==> config.mk <==
export PLATFORM = sky130hd
export DESIGN_NAME = base_relocation_decoder_flat
export DESIGN_NICKNAME = d
export VERILOG_FILES = /design/src/rtl/brd_pkg.sv /design/src/rtl/brd_ifs.sv /design/src/rtl/base_relocation_decoder.sv /design/src/rtl/brd_in_stage.sv /design/src/rtl/brd_parse_core.sv /design/src/rtl/brd_out_stage.sv /design/src/flat_wrapper.sv
export SDC_FILE = /design/constraint.sdc
export NUM_CORES = 1
export LEC_CHECK = 0
export BUFFER_PORTS_ARGS = -buffer_cell sky130_fd_sc_hd__buf_2
export CAP_MARGIN = 20
export CORE_MARGIN = 1
export CORE_UTILIZATION = 39
export DETAILED_ROUTE_END_ITERATION = 10
export GPL_TIMING_DRIVEN = 0
export SETUP_SLACK_MARGIN = 0.15
export SYNTH_ARGS = -nofsm -noshare
export SYNTH_HDL_FRONTEND = slang
export SYNTH_SLANG_ARGS = --single-unit
==> constraint.sdc <==
create_clock -name clk -period 20.8 [get_ports clk]
set_clock_uncertainty 0.05 [all_clocks]
set_input_delay 1.04 -clock clk [delete_from_list [all_inputs] [get_ports clk]]
set_output_delay 1.04 -clock clk [all_outputs]
set_load 0.05 [all_outputs]
==> src/rtl/brd_pkg.sv <==
// Shared types and constants for the base relocation decoder.
// No dependencies; every other file of the block refers to it by scoped names.
`default_nettype none

package brd_pkg;

  localparam int unsigned ADDR_W  = 32;
  localparam int unsigned COUNT_W = 31;

  localparam logic [15:0]        OFFSET_MASK  = 16'h0FFF;
  localparam int unsigned        TYPE_SHIFT   = 12;
  localparam logic [3:0]         TYPE_HIGHLOW = 4'd3;
  localparam logic [31:0]        HEADER_BYTES = 32'd8;
  localparam logic [31:0]        BYTES_MAX    = 32'hFFFF_FFFF;
  localparam logic [COUNT_W-1:0] COUNT_MAX    = {COUNT_W{1'b1}};

  typedef enum logic [1:0] {
    KIND_ADDRESS = 2'd0,
    KIND_DONE    = 2'd1,
    KIND_ERROR   = 2'd2
  } kind_t;

  // One directory byte held in the input register.
  typedef struct packed {
    logic       valid;
    logic [7:0] data_byte;
    logic       start_of_directory;
  } in_item_t;

  // One result word on its way to the output register.
  typedef struct packed {
    logic               valid;
    kind_t              kind;
    logic [ADDR_W-1:0]  address;
    logic [COUNT_W-1:0] total;
  } result_t;

endpackage

`default_nettype wire

==> src/rtl/brd_ifs.sv <==
// Channel interfaces of the base relocation decoder: input bytes, results
// and the directory size write port. Depends on brd_pkg for field widths.
`default_nettype none

interface brd_in_if;
  logic       valid;
  logic       ready;
  logic [7:0] data_byte;
  logic       start_of_directory;

  modport source (output valid, output data_byte, output start_of_directory, input ready);
  modport sink   (input valid, input data_byte, input start_of_directory, output ready);
endinterface

interface brd_out_if;
  logic                        valid;
  logic                        ready;
  logic [1:0]                  result_kind;
  logic [brd_pkg::ADDR_W-1:0]  reloc_address;
  logic [brd_pkg::COUNT_W-1:0] reloc_total;

  modport source (output valid, output result_kind, output reloc_address,
                  output reloc_total, input ready);
  modport sink   (input valid, input result_kind, input reloc_address,
                  input reloc_total, output ready);
endinterface

interface brd_cfg_if;
  logic        valid;
  logic        ready;
  logic [31:0] directory_size;

  modport source (output valid, output directory_size, input ready);
  modport sink   (input valid, input directory_size, output ready);
endinterface

`default_nettype wire

==> src/rtl/base_relocation_decoder.sv <==
// Top level of the base relocation decoder: input register, parser and
// output register. Depends on brd_pkg, brd_ifs and the three stage modules.
//
// Usage:
//   in_ch carries the relocation directory one byte word at a time, little
//   endian; start_of_directory marks the first byte of a new directory and
//   clears all parse state. out_ch carries result words: a relocation
//   address, a directory done word with the address count, or an error for a
//   block size below eight. cfg_ch writes the directory size in bytes; it is
//   always ready and is meant to be written while the block is idle.
//   Throughput is one byte per cycle while the output register is free: the
//   parse step is a single pass of header assembly, a 32-bit add and compares
//   between the input register and the output register, and its result word
//   is registered in the output register. Most bytes give no result word.
//   When the receiver stalls, the output register holds its word and the
//   input register keeps accepting until it holds a byte that cannot move.
//   A synchronous reset clears the parse state, both registers and the
//   directory size.
`default_nettype none

module base_relocation_decoder (
  input wire logic  clk,
  input wire logic  rst_n,
  brd_in_if.sink    in_ch,
  brd_out_if.source out_ch,
  brd_cfg_if.sink   cfg_ch
);

  logic [31:0]       directory_size_r;
  brd_pkg::in_item_t item;
  brd_pkg::result_t  res;
  logic              take;
  logic              out_free;

  assign cfg_ch.ready = 1'b1;

  always_ff @(posedge clk) begin
    if (!rst_n) begin
      directory_size_r <= '0;
    end else if (cfg_ch.valid) begin
      directory_size_r <= cfg_ch.directory_size;
    end
  end

  brd_in_stage u_in (
    .clk          (clk),
    .rst_n        (rst_n),
    .in_valid     (in_ch.valid),
    .in_ready     (in_ch.ready),
    .in_data_byte (in_ch.data_byte),
    .in_start     (in_ch.start_of_directory),
    .take         (take),
    .item         (item)
  );

  brd_parse_core u_core (
    .clk            (clk),
    .rst_n          (rst_n),
    .directory_size (directory_size_r),
    .item           (item),
    .out_free       (out_free),
    .take           (take),
    .res            (res)
  );

  brd_out_stage u_out (
    .clk         (clk),
    .rst_n       (rst_n),
    .res         (res),
    .take        (take),
    .out_free    (out_free),
    .out_valid   (out_ch.valid),
    .out_ready   (out_ch.ready),
    .out_kind    (out_ch.result_kind),
    .out_address (out_ch.reloc_address),
    .out_total   (out_ch.reloc_total)
  );

endmodule

`default_nettype wire

==> src/rtl/brd_in_stage.sv <==
// Input register of the base relocation decoder: holds one byte word until
// the parser takes it. Depends on brd_pkg.
`default_nettype none

module brd_in_stage (
  input  wire logic              clk,
  input  wire logic              rst_n,
  input  wire logic              in_valid,
  output logic                   in_ready,
  input  wire logic [7:0]        in_data_byte,
  input  wire logic              in_start,
  input  wire logic              take,
  output brd_pkg::in_item_t      item
);

  logic       valid_r;
  logic [7:0] byte_r;
  logic       start_r;

  // The register refills in the same cycle in which the parser drains it.
  assign in_ready = !valid_r || take;

  always_ff @(posedge clk) begin
    if (!rst_n) begin
      valid_r <= 1'b0;
    end else if (in_valid && in_ready) begin
      valid_r <= 1'b1;
    end else if (take) begin
      valid_r <= 1'b0;
    end
  end

  always_ff @(posedge clk) begin
    if (in_valid && in_ready) begin
      byte_r  <= in_data_byte;
      start_r <= in_start;
    end
  end

  assign item = '{valid: valid_r, data_byte: byte_r, start_of_directory: start_r};

endmodule

`default_nettype wire

==> src/rtl/brd_parse_core.sv <==
// Parse state of the base relocation decoder and the per-byte step logic:
// header assembly, entry decode, block end and directory done checks.
// Depends on brd_pkg.
`default_nettype none

module brd_parse_core (
  input  wire logic              clk,
  input  wire logic              rst_n,
  input  wire logic [31:0]       directory_size,
  input  brd_pkg::in_item_t      item,
  input  wire logic              out_free,
  output logic                   take,
  output brd_pkg::result_t       res
);

  logic [31:0]                 bytes_consumed_r, bytes_consumed_nxt;
  logic [31:0]                 block_position_r, block_position_nxt;
  logic [31:0]                 page_address_r, page_address_nxt;
  logic [31:0]                 block_length_r, block_length_nxt;
  logic [7:0]                  entry_low_r, entry_low_nxt;
  logic [brd_pkg::COUNT_W-1:0] emitted_r, emitted_nxt;
  logic                        halted_r, halted_nxt;

  // State as seen by this byte, after a start marker has cleared it.
  logic [31:0]                 bc, pos, page, len;
  logic [7:0]                  low;
  logic [brd_pkg::COUNT_W-1:0] cnt;
  logic                        halt;

  logic [7:0]  b;
  logic [15:0] entry;
  logic [3:0]  entry_type;
  logic [31:0] addr;
  logic        have_addr;
  logic        stop;

  assign take = item.valid && out_free;
  assign b    = item.data_byte;

  always_comb begin
    bc   = item.start_of_directory ? '0   : bytes_consumed_r;
    pos  = item.start_of_directory ? '0   : block_position_r;
    page = item.start_of_directory ? '0   : page_address_r;
    len  = item.start_of_directory ? '0   : block_length_r;
    low  = item.start_of_directory ? '0   : entry_low_r;
    cnt  = item.start_of_directory ? '0   : emitted_r;
    halt = item.start_of_directory ? 1'b0 : halted_r;

    bytes_consumed_nxt = bc;
    block_position_nxt = pos;
    page_address_nxt   = page;
    block_length_nxt   = len;
    entry_low_nxt      = low;
    emitted_nxt        = cnt;
    halted_nxt         = halt;

    entry      = {b, low};
    entry_type = 4'(entry >> brd_pkg::TYPE_SHIFT);
    addr       = page + {16'd0, entry & brd_pkg::OFFSET_MASK};
    have_addr  = 1'b0;
    stop       = 1'b0;

    res.valid   = 1'b0;
    res.kind    = brd_pkg::KIND_ADDRESS;
    res.address = '0;

    // Bytes at a block boundary past the directory size are dropped.
    if (!halt && !(pos == '0 && bc >= directory_size)) begin
      if (bc != brd_pkg::BYTES_MAX) begin
        bytes_consumed_nxt = bc + 32'd1;
      end

      if (pos < 32'd4) begin
        if (pos == '0) begin
          page_address_nxt = '0;
        end
        page_address_nxt[{pos[1:0], 3'b000} +: 8] = b;
      end else if (pos < brd_pkg::HEADER_BYTES) begin
        if (pos == 32'd4) begin
          block_length_nxt = '0;
        end
        block_length_nxt[{pos[1:0], 3'b000} +: 8] = b;
        if (pos == brd_pkg::HEADER_BYTES - 32'd1 &&
            block_length_nxt < brd_pkg::HEADER_BYTES) begin
          halted_nxt         = 1'b1;
          block_position_nxt = '0;
          res.valid          = 1'b1;
          res.kind           = brd_pkg::KIND_ERROR;
          stop               = 1'b1;
        end
      end else if (!pos[0]) begin
        entry_low_nxt = b;
      end else if (entry_type == brd_pkg::TYPE_HIGHLOW) begin
        have_addr = 1'b1;
        if (cnt != brd_pkg::COUNT_MAX) begin
          emitted_nxt = cnt + 1'b1;
        end
      end

      if (!stop) begin
        if (pos >= brd_pkg::HEADER_BYTES - 32'd1 && pos == block_length_nxt - 32'd1) begin
          block_position_nxt = '0;
          if (bytes_consumed_nxt >= directory_size) begin
            // A done word also carries the address of an entry that ends it.
            res.valid   = 1'b1;
            res.kind    = brd_pkg::KIND_DONE;
            res.address = have_addr ? addr : '0;
          end
        end else begin
          block_position_nxt = pos + 32'd1;
        end
        if (have_addr && !res.valid) begin
          res.valid   = 1'b1;
          res.kind    = brd_pkg::KIND_ADDRESS;
          res.address = addr;
        end
      end
    end

    res.total = emitted_nxt;
  end

  always_ff @(posedge clk) begin
    if (!rst_n) begin
      bytes_consumed_r <= '0;
      block_position_r <= '0;
      page_address_r   <= '0;
      block_length_r   <= '0;
      entry_low_r      <= '0;
      emitted_r        <= '0;
      halted_r         <= 1'b0;
    end else if (take) begin
      bytes_consumed_r <= bytes_consumed_nxt;
      block_position_r <= block_position_nxt;
      page_address_r   <= page_address_nxt;
      block_length_r   <= block_length_nxt;
      entry_low_r      <= entry_low_nxt;
      emitted_r        <= emitted_nxt;
      halted_r         <= halted_nxt;
    end
  end

endmodule

`default_nettype wire

==> src/rtl/brd_out_stage.sv <==
// Output register of the base relocation decoder: holds one result word
// until the receiver takes it. Depends on brd_pkg.
`default_nettype none

module brd_out_stage (
  input  wire logic                        clk,
  input  wire logic                        rst_n,
  input  brd_pkg::result_t                 res,
  input  wire logic                        take,
  output logic                             out_free,
  output logic                             out_valid,
  input  wire logic                        out_ready,
  output logic [1:0]                       out_kind,
  output logic [brd_pkg::ADDR_W-1:0]       out_address,
  output logic [brd_pkg::COUNT_W-1:0]      out_total
);

  logic                        valid_r;
  brd_pkg::kind_t              kind_r;
  logic [brd_pkg::ADDR_W-1:0]  address_r;
  logic [brd_pkg::COUNT_W-1:0] total_r;
  logic                        load;

  assign out_free = !valid_r || out_ready;
  assign load     = take && res.valid;

  always_ff @(posedge clk) begin
    if (!rst_n) begin
      valid_r <= 1'b0;
    end else if (load) begin
      valid_r <= 1'b1;
    end else if (out_ready) begin
      valid_r <= 1'b0;
    end
  end

  always_ff @(posedge clk) begin
    if (load) begin
      kind_r    <= res.kind;
      address_r <= res.address;
      total_r   <= res.total;
    end
  end

  assign out_valid   = valid_r;
  assign out_kind    = kind_r;
  assign out_address = address_r;
  assign out_total   = total_r;

endmodule

`default_nettype wire

==> src/flat_wrapper.sv <==
// flat-port wrapper written by rule: the top's interface ports become plain ports
module base_relocation_decoder_flat 
  (clk, rst_n, in_ch_valid, in_ch_data_byte, in_ch_start_of_directory, in_ch_ready, out_ch_valid, out_ch_result_kind, out_ch_reloc_address, out_ch_reloc_total, out_ch_ready, cfg_ch_valid, cfg_ch_directory_size, cfg_ch_ready);
  brd_in_if in_ch_i ();
  brd_out_if out_ch_i ();
  brd_cfg_if cfg_ch_i ();
  input wire logic clk;
  input wire logic rst_n;
  input wire logic [$bits(in_ch_i.valid)-1:0] in_ch_valid;
  input wire logic [$bits(in_ch_i.data_byte)-1:0] in_ch_data_byte;
  input wire logic [$bits(in_ch_i.start_of_directory)-1:0] in_ch_start_of_directory;
  output wire logic [$bits(in_ch_i.ready)-1:0] in_ch_ready;
  output wire logic [$bits(out_ch_i.valid)-1:0] out_ch_valid;
  output wire logic [$bits(out_ch_i.result_kind)-1:0] out_ch_result_kind;
  output wire logic [$bits(out_ch_i.reloc_address)-1:0] out_ch_reloc_address;
  output wire logic [$bits(out_ch_i.reloc_total)-1:0] out_ch_reloc_total;
  input wire logic [$bits(out_ch_i.ready)-1:0] out_ch_ready;
  input wire logic [$bits(cfg_ch_i.valid)-1:0] cfg_ch_valid;
  input wire logic [$bits(cfg_ch_i.directory_size)-1:0] cfg_ch_directory_size;
  output wire logic [$bits(cfg_ch_i.ready)-1:0] cfg_ch_ready;
  assign in_ch_i.valid = in_ch_valid;
  assign in_ch_i.data_byte = in_ch_data_byte;
  assign in_ch_i.start_of_directory = in_ch_start_of_directory;
  assign in_ch_ready = in_ch_i.ready;
  assign out_ch_valid = out_ch_i.valid;
  assign out_ch_result_kind = out_ch_i.result_kind;
  assign out_ch_reloc_address = out_ch_i.reloc_address;
  assign out_ch_reloc_total = out_ch_i.reloc_total;
  assign out_ch_i.ready = out_ch_ready;
  assign cfg_ch_i.valid = cfg_ch_valid;
  assign cfg_ch_i.directory_size = cfg_ch_directory_size;
  assign cfg_ch_ready = cfg_ch_i.ready;
  base_relocation_decoder u_core (.clk(clk), .rst_n(rst_n), .in_ch(in_ch_i), .out_ch(out_ch_i), .cfg_ch(cfg_ch_i));
endmodule
; Yosys cells after proc, flatten, opt, wreduce, memory -nomap -nowiden
; Index checks and enable logic that the tools add are counted.
[totals]
output_inout_bits = 68
input_bits = 46
register_bits = 276
[classes]
reduce_logical = 19
eq_ne = 6
n_lt_le_gt_ge = 6
shift = 2
muxes = 69
bitwise = 1
addsub = 6
[ops]
columns = operator, n
row1 = $mux 32, 27
row2 = $mux 35, 7
row3 = $mux 31, 7
row4 = $add 32x1->32 const B, 2
row5 = $bwmux 32, 2
row6 = $eq 32x3->1 const B, 2
row7 = $ge 32x32->1, 2
row8 = $lt 32x4->1 const B, 2
row9 = $mux 8, 5
row10 = $add 32x12->32, 1
row11 = $eq 32x32->1, 1
row12 = $ge 32x3->1 const B, 1
row13 = $logic_not 32->1, 1
row14 = $lt 32x3->1 const B, 1
row15 = $ne 32x32->1 const B, 1
row16 = $shift 8x7->32 const A, 1
row17 = $shiftx 8x7->32, 1
row18 = $sub 32x1->32 const B, 1
row19 = $add 31x1->31 const B, 1
row20 = $ne 31x31->1 const B, 1
row21 = $mux 1, 18
row22 = $mux 3, 3
row23 = $logic_and 1x1->1, 8
row24 = $neg 5->7, 1
row25 = other kinds (6), 12

; Depth between registers and ports, before layout
; Gate-level depths: netlist (run 1).
[logic_depth]
word_depth = 23
depth_mapped = 31

; Modules after synthesis
; From an unflattened synthesis (run 1), not the netlist that was laid out.
[unflattened]
hier_cells = 2215
area_unflattened_um2 = 18430.2
[by_module_without_submodules]
columns = mod, seq_area_each_um2, cells_per_inst, instances, area_per_inst_um2
row1 = brd_parse_core, 3363.2, 2024, 1, 14828.0
row2 = brd_out_stage, 1971.9, 70, 1, 2004.4
row3 = base_relocation_decoder, 640.6, 105, 1, 1255.0
row4 = brd_in_stage, 290.3, 16, 1, 342.8

; Worst setup path after synthesis (run 1)
; Ideal clock, no wire load.
[synth_timing]
kind = reg2reg
from = register u_core.u_in.start_r
to = register u_core.u_out.address_r, in the netlist u_core.u_out.out_address[0] (enable)
stages_incl_launch_ff = 24
arrival_ps = 6605
setup_slack_ps = 13754
path_buffers = 5
path_cell_list = edfxtp_1 clkbuf_1 clkbuf_1 clkbuf_1 buf_1 nor2b_1 inv_1 ha_1 nand3_1 nor3_2 clkbuf_1 a22oi_1 ha_1 inv_1 a221oi_4 or4b_4 a2bb2oi_1 nand4bb_1 or4_1 or4_4 or2_1 or2_1 a21o_1 inv_2
[synth_between]
elab_chain_cells = 22
[synth_lines]
columns = element, line_no
row1 = from (decl), brd_in_stage.sv:18  ; logic start_r;
row2 = from (signal assigned), brd_in_stage.sv:36  ; start_r <= in_start;
row3 = branches (longest 20 deep; another with $sub 32x1->32), --
row4 = $mux 35 (*), brd_parse_core.sv:68  ; if (!halt && !(pos == '0 && bc >= directory_size)) begin
row5 = $logic_and 1x1->1 (*), brd_out_stage.sv:25  ; assign load = take && res.valid;
row6 = net u_core.u_out.load, brd_out_stage.sv:22  ; logic load;
row7 = to (signal assigned), brd_out_stage.sv:40  ; address_r <= res.address;
row8 = to (decl), brd_out_stage.sv:20  ; logic [brd_pkg::ADDR_W-1:0] address_r;
; Mark *: on every way through the listed nets, which the timed path passes. The select of a mux whose other input is x is not followed.
; A chain may end at the register's enable or synchronous reset.

; Worst setup path after layout (run 1)
[layout_timing]
from = register u_core.u_in.start_r
to = register u_core.u_out.address_r, in the netlist u_core.u_out.out_address[8] (enable)
; Same word-level chain as after synthesis.

==> summary.txt, run 1 <==
via count of the first global-routing pass = 16300
H-tree level count = 2
largest net degree at the start of global routing = 37
Syn Area/Cell = 8.23 µm²
CP max FO = 36
multiplexer fraction of the synthesized cell area = 2.19%
count of buffers from port buffering = 111
synthesized-area fraction occupied by ao, oa, aoi and oai cells = 19.7%
most frequent cell on the critical path = sky130_fd_sc_hd__clkbuf_1
total power per unit cell area = 68.4 nW/µm²
area growth from synthesis to layout = 14.7%
net count reported at finish = 2405
most used flip-flop cell after synthesis = sky130_fd_sc_hd__dfxtp_1
nature of the critical path endpoint = flip-flop
Syn. warnings = 0
DR iter-0 viols = 1689
total via count after detailed routing = 17400
Cells after DPL = 2828
CTS sink count = 276
worst ir drop on vdd = 0.0000480 V
critical path's largest stage delay = 0.78 ns
Startpoint Class = flip-flop
placeable core region = 44200 µm²
max-cap viol count = 0
Post-Synthesis Net Count = 2252
main combinational cell family by area after synthesis = simple AND/OR/NAND/NOR gates
post-route cell area = 20000 µm²
clk slew on worst S/H paths = 0.06 ns
CTS buffer count = 36
Resize count post-CTS = 0
run status = finished, final reports clean
synthesized instance count = 2121
root buffer selected by CTS = sky130_fd_sc_hd__clkbuf_16
DRC = 0
count of standard-cell rows = 77
global-route usage over all layers = 28.8%
Final min period = 11.35 ns
height of the chip = 214 µm
maximum count of clock buffers along a single path = 3
Pins Over Slew Limit = 0
total wirelength of the detailed-routed design = 66.1 mm
later-pin clock latency in the skew report = 0.56 ns
register bit total from synthesis = 276
DR WL/cell = 22.9 µm
Via-to-Cell Ratio = 6.02
share of synthesized cell area in full adder, half adder and majority cells = 6.13%
hold buffer count at CTS = 0
data required time of the worst path = 20.99 ns
worst-case register-to-register setup slack = 9.45 ns
most common cell after layout, fill and taps aside = sky130_fd_sc_hd__nor2_1
static leakage = 7.44 nW
commonest cells after routing, fill and taps aside = sky130_fd_sc_hd__nor2_1, sky130_fd_sc_hd__dfxtp_1, sky130_fd_sc_hd__nand2_1
die footprint = 45600 µm²
kind of critical path = flip-flop to flip-flop
remaining antenna violation count = 0
number of antenna violations at the first check in global routing = 0
hold violation count in the final report = 0
transition at the pin with the smallest max-transition slack = 1.26 ns
Min-Delay Path Class = flip-flop to flip-flop
critical path cell sequence = clkbuf_1, clkbuf_1, clkbuf_1, buf_1, clkbuf_1, clkbuf_1, clkbuf_1, clkbuf_1, nor2b_1, ha_1, a21o_1, a21o_1, a21o_1, a21oi_1, o21ai_0, a2111o_1, a31oi_1, o31a_1, nand2_1, clkbuf_1, a21o_1, inv_2, buf_12
HPWL after detailed placement = 49.8 mm
simple-gate share of the synthesized area = 25.9%
placed inst area = 18800 µm²
crit-path leading delay family = buffers and inverters
leftover overflow at the end of global routing = 0
global placement routability congestion = 0.970
worst path buffer plus inverter count = 11
fraction of layout cells with a size suffix above 1 = 9.51%
master of the slowest instance on the critical path = sky130_fd_sc_hd__clkbuf_1
number of detailed-route iterations in the first pass = 5
worst rel slew slack = 15.9%
fraction of the yosys area taken by sequential cells = 35.9%
RSZ-0062 raised after global routing = no
critical path arrival = 11.54 ns
post-synthesis instance area = 17500 µm²
Ports = 114
share of flip-flops with an asynchronous set or reset after synthesis = 0%
initial standard-cell utilization of the core = 39.5%
synthesized-area fraction occupied by xor and xnor cells = 6.02%
post-synth cell types = 86
sum of negative setup slack = 0 ns
final worst-path cycle share = 54.6%
highest clock rate = 88.1 MHz
Final Setup Violations = 0
EDFF count, synth = 74
TritonCTS clock tree = built
Horiz. Die Dim = 214 µm
final cell count without fillers = 2894
Post-CTS Repair Setup Buffers = 0
total power of the final layout = 0.00137 W
antenna fix cells = 0
global-route wire length before repair = 98.7 mm
metal layers:
layer	wire length, µm	part of all wire (%)	track usage, %	vias to the layer above
li1	-	-	-	7974
met1	28400	43	38.5	8423
met2	29400	44	45.9	858
met3	5610	8.5	4.79	170
met4	2700	4.1	11.8	0
met5	0	0	0	-
cell usage after synthesis (all sizes together), types with 29 or more instances:
cell | n | area [µm²]
nor2b | 82 | 513
a22oi | 83 | 623
nand4 | 37 | 238
nand2 | 164 | 616
inv | 72 | 270
o21ai | 128 | 652
xor2 | 42 | 368
a21o | 35 | 263
a31oi | 29 | 196
nor2 | 300 | 1130
dfxtp | 202 | 4040
mux2i | 37 | 370
ha | 84 | 1050
nand3 | 56 | 280
edfxtp | 74 | 2220
nor3 | 47 | 250
xnor2 | 78 | 683
a21oi | 101 | 509
and3 | 52 | 325
clkbuf | 92 | 345
cell type report:
class                      instances  area [µm²]
fill                            4339       24200
multi-input combinational       1655       10500
sequential                       276        6270
clock buffer                      52        1070
tap                              592         741
timing repair buffer             115         597
buffer                           117         460
inverter                          73         274
clock inverter                    14         164
kinds of logic after synthesis:
| logic type | after synthesis |
|---|---|
| AOI/OAI and AO/OA | 518 |
| xor gates and xnor gates | 120 |
| adders and majority gates | 85 |
| buffers and inverters | 190 |
| DFF | 276 |
| muxes | 38 |
| other | 1 |
| and+or+nand+nor | 893 |
path summary, 6_finish.rpt:
kind | cells after the start | endpoint | from
worst max-delay path | 23 | u_core.u_out.out_address[8] | u_core.u_in.start_r
worst min-delay path | 1 | u_core.u_core.page_address_r[7] | u_core.u_core.page_address_r[7]
worst max register to register | 23 | u_core.u_out.out_address[8] | u_core.u_in.start_r
worst min register to register | 1 | u_core.u_core.page_address_r[7] | u_core.u_core.page_address_r[7]
registers in the layout (all words and copies together) (netlist names), 8 cells and up:
signal,count
u_core.u_core.block_position_r,32
u_core.u_core.page_address_r,32
u_core.u_core.entry_low_r,8
u_core.u_core.bytes_consumed_r,32
u_core.u_out.out_address,32
u_core.u_out.out_total,31
u_core.u_in.byte_r,8
u_core.u_core.block_length_r,32
u_core.u_core.emitted_r,31
u_core.directory_size_r,32
report_power, final:
part / total [W] / internal (W) / switching (W)
logic: 0.000148 / 0.0000396 / 0.000109
registers: 0.000567 / 0.000558 / 0.00000918
clock network: 0.000654 / 0.000397 / 0.000257
total: 0.00137 / 0.000995 / 0.000375
metrics by stage:
stage | hold slack (ns) | utilization (%) | setup slack [ns]
6_report | 0.410 | 45.3 | 9.45
3_5_place_dp | 0.400 | 42.5 | 9.99
3_3_place_gp | 0.395 | 42.4 | 9.58
4_1_cts | 0.412 | 45.3 | 9.94
5_1_grt | 0.420 | 45.3 | 9.39
2_1_floorplan | 0.384 | - | 13.75
Note: power is estimated with default switching activity, not from simulation.
==> run 2: changes to the inputs <==
ABC_AREA = 1   (was default)
clock period = 10.1 ns   (was 20.8 ns; I/O delays follow)
==> summary.txt, run 2 <==
fraction of layout cells with a size suffix above 1 = 7.76% (-1.8 points)
post-synth cell types = 51 (-41%)
nature of the critical path endpoint = flip-flop
data required time of the worst path = 10.30 ns (-10.69 ns)
via count of the first global-routing pass = 20100 (+23%)
top cell type by total area after synthesis = sky130_fd_sc_hd__dfxtp_1
net count reported at finish = 3366 (+40%)
end-of-flow core utilization = 44.8% (-0.52 points)
Pins Over Slew Limit = 0 (unchanged)
later-pin clock latency in the skew report = 0.58 ns (+0.02 ns)
DRC = 0 (unchanged)
number of detailed-route iterations in the first pass = 7 (+2)
final worst-path cycle share = 89.7% (+35 points)
Via-to-Cell Ratio = 5.43 (-9.9%)
number of antenna violations at the first check in global routing = 0 (unchanged)
initial standard-cell utilization of the core = 39.6% (+0.16 points)
most frequent cell on the critical path = sky130_fd_sc_hd__nor2_1
critical path's largest stage delay = 0.72 ns (-0.06 ns)
FILL cells = 5360 (+24%)
Final min period = 9.06 ns (-2.29 ns)
Post-Synthesis Net Count = 3216 (+43%)
share of flip-flops with an asynchronous set or reset after synthesis = 0% (unchanged)
total wirelength of the detailed-routed design = 75.1 mm (+13%)
kind of critical path = flip-flop to flip-flop
Post-CTS Repair Setup Buffers = 0 (unchanged)
most common cell after layout, fill and taps aside = sky130_fd_sc_hd__nand2_1
HPWL after detailed placement = 58.9 mm (+18%)
global placement routability congestion = 0.977 (+0.79%)
global-route wire length before repair = 116 mm (+17%)
count of buffers from port buffering = 112 (+0.90%)
hold violation count in the final report = 0 (unchanged)
TritonCTS clock tree = built
commonest cells after routing, fill and taps aside = sky130_fd_sc_hd__nand2_1, sky130_fd_sc_hd__inv_1, sky130_fd_sc_hd__nor2_1
die footprint = 52000 µm² (+14%)
post-place setup slack = -0.771 ns (-10.77 ns)
area growth from synthesis to layout = 13.0%
worst rel slew slack = 22.0% (+6.1 points)
leftover overflow at the end of global routing = 0 (unchanged)
Min-Delay Path Class = input pin to flip-flop
count of standard-cell rows = 82 (+6.5%)
post-synthesis instance area = 19900 µm² (+14%)
critical path arrival = 9.26 ns (-2.28 ns)
synthesized instance count = 3085 (+45%)
register bit total from synthesis = 276 (unchanged)
Syn Area/Cell = 6.46 µm² (-22%)
fraction of the yosys area taken by sequential cells = 31.4% (-4.5 points)
Horiz. Die Dim = 228 µm (+6.8%)
most used standard cell by instance count after synthesis = sky130_fd_sc_hd__nand2_1
cell types with the highest counts after synthesis = sky130_fd_sc_hd__nand2_1, sky130_fd_sc_hd__inv_1, sky130_fd_sc_hd__nor2_1, sky130_fd_sc_hd__a21oi_1, sky130_fd_sc_hd__o21ai_0
max-cap viol count = 0 (unchanged)
DR iter-0 viols = 2079 (+23%)
transition at the pin with the smallest max-transition slack = 1.17 ns (-0.0917 ns)
run status = finished, final reports clean
antenna fix cells = 0 (unchanged)
master of the slowest instance on the critical path = sky130_fd_sc_hd__clkbuf_1
worst ir drop on vdd = 0.000118 V (+150%)
static leakage = 10.1 nW (+36%)
CTS buffer count = 37 (+2.8%)
CTS sink count = 276 (unchanged)
maximum count of clock buffers along a single path = 3 (unchanged)
Startpoint Class = flip-flop
DR WL/cell = 19.1 µm (-17%)
Syn. warnings = 0 (unchanged)
Final Setup Violations = 0 (unchanged)
total power per unit cell area = 133 nW/µm² (+95%)
largest net degree at the start of global routing = 41 (+11%)
CP max FO = 40 (+11%)
flip-flop and latch area = 6270 µm² (unchanged)
least setup slack across all paths after layout = 1.04 ns (-8.41 ns)
sum of negative setup slack = 0 ns (unchanged)
top area cells in the synthesized netlist = sky130_fd_sc_hd__dfxtp_1, sky130_fd_sc_hd__nand2_1, sky130_fd_sc_hd__edfxtp_1, sky130_fd_sc_hd__inv_1, sky130_fd_sc_hd__a21oi_1
area of the multi-input gates = 11400 µm² (+9.1%)
global-route usage over all layers = 28.3% (-0.43 points)
RSZ-0062 raised after global routing = no
Ports = 114 (unchanged)
placeable core region = 50300 µm² (+14%)
fraction of synthesized cell area taken by the top area cell type = 20.3% (-2.9 points)
clk slew on worst S/H paths = 0.05 ns (about the same)
height of the chip = 228 µm (+6.8%)
H-tree level count = 2 (unchanged)
EDFF count, synth = 74 (unchanged)
highest clock rate = 110 MHz (+25%)
root buffer selected by CTS = sky130_fd_sc_hd__clkbuf_16
remaining antenna violation count = 0 (unchanged)
most used flip-flop cell after synthesis = sky130_fd_sc_hd__dfxtp_1
total via count after detailed routing = 21300 (+22%)
## run 2: changes by cell type after synthesis, moves of 68 or more
cell	delta
sky130_fd_sc_hd__a21oi_1	+191
sky130_fd_sc_hd__xnor2_1	-68
sky130_fd_sc_hd__o21ai_0	+97
sky130_fd_sc_hd__a22oi_1	-83
sky130_fd_sc_hd__nor2b_1	-82
sky130_fd_sc_hd__nand2_1	+535
sky130_fd_sc_hd__nand3_1	+101
sky130_fd_sc_hd__inv_1	+362
sky130_fd_sc_hd__nor2_1	+77
## run 2: power breakdown
part / internal (W) / switching (W) / total, W
registers: 0.00117 / 0.0000241 / 0.00120
logic: 0.000146 / 0.000375 / 0.000521
clock network: 0.000737 / 0.000540 / 0.00128
## run 2: critical path, delay by kind of cell (launching register included)
family / cells / cell delay (ns)
simple gates: 17 / 3.36
buf+inv: 7 / 3.29
fa+ha+maj: 2 / 0.58
flops: 1 / 0.56
compound gates: 1 / 0.56
xor+xnor: 1 / 0.23
## run 2: logic make-up (layout without fill, tap and decap cells)
| kind of cell | count (synthesis) | count (layout) | share of synthesized area (%) |
|---|---|---|---|
| AO/OA/AOI/OAI | 628 | 628 | 17.1 |
| flip-flops | 276 | 276 | 31.4 |
| AND/OR/NAND/NOR | 1428 | 1428 | 30.7 |
| buffers and inverters | 575 | 752 | 11.3 |
| adder cells (fa/ha/maj) | 85 | 85 | 5.37 |
| other | 1 | 1 | 0.0188 |
| XOR/XNOR | 92 | 92 | 4.04 |
## run 2: path summary, 6_finish.rpt
kind                                         start                          endpoint  slack, ns  depth (start not counted)
setup reg to reg               u_core.u_in.start_r      u_core.u_out.out_address[13]       1.04                         28
setup / recovery               u_core.u_in.start_r      u_core.u_out.out_address[13]       1.04                         28
hold reg to reg   u_core.u_core.block_length_r[11]  u_core.u_core.block_length_r[11]       0.41                          2
hold / removal                  in_ch_data_byte[4]             u_core.u_in.byte_r[4]       0.06                          1
## run 2: final cells by class
type                            instances  share of cell area (%)
Clock buffer                           51                    4.71
Tap cell                              672                    3.73
Inverter                              440                    7.34
Multi-Input combinational cell       2234                    50.7
Clock inverter                         15                   0.472
Buffer                                133                    2.66
Sequential cell                       276                    27.8
Timing Repair Buffer                  113                    2.58
## run 2: timing repair
action / CTS / global route
resized for setup: 3 / 1
endpoints found under the setup margin: 67 / 65
gates cloned: 0 / 0
hold buffers: 0 / 0
## run 2: metal layers
| layer | wire, µm | share of wire, % | global-route usage [%] |
|---|---|---|---|
| met3 | 5040 | 6.7 | 3.93 |
| met2 | 33500 | 45 | 45.6 |
| met4 | 3260 | 4.3 | 12.4 |
| met1 | 33300 | 44 | 37.8 |
| met5 | 0 | 0 | 0 |
## run 2: metrics by stage
| stage | cells | power (W) | instance area, µm² | hold WS, ns |
|---|---|---|---|---|
| after floorplan | 3085 | 0.00156 | 19900 | 0.395 |
| after global placement | 3869 | 0.00172 | 21300 | 0.401 |
| after detailed placement | 3870 | 0.00173 | 21400 | 0.405 |
| after CTS | 3935 | 0.00301 | 22500 | 0.0448 |
| after global routing | 3934 | 0.00312 | 22500 | 0.0641 |
| final | 3934 | 0.00300 | 22500 | 0.0643 |
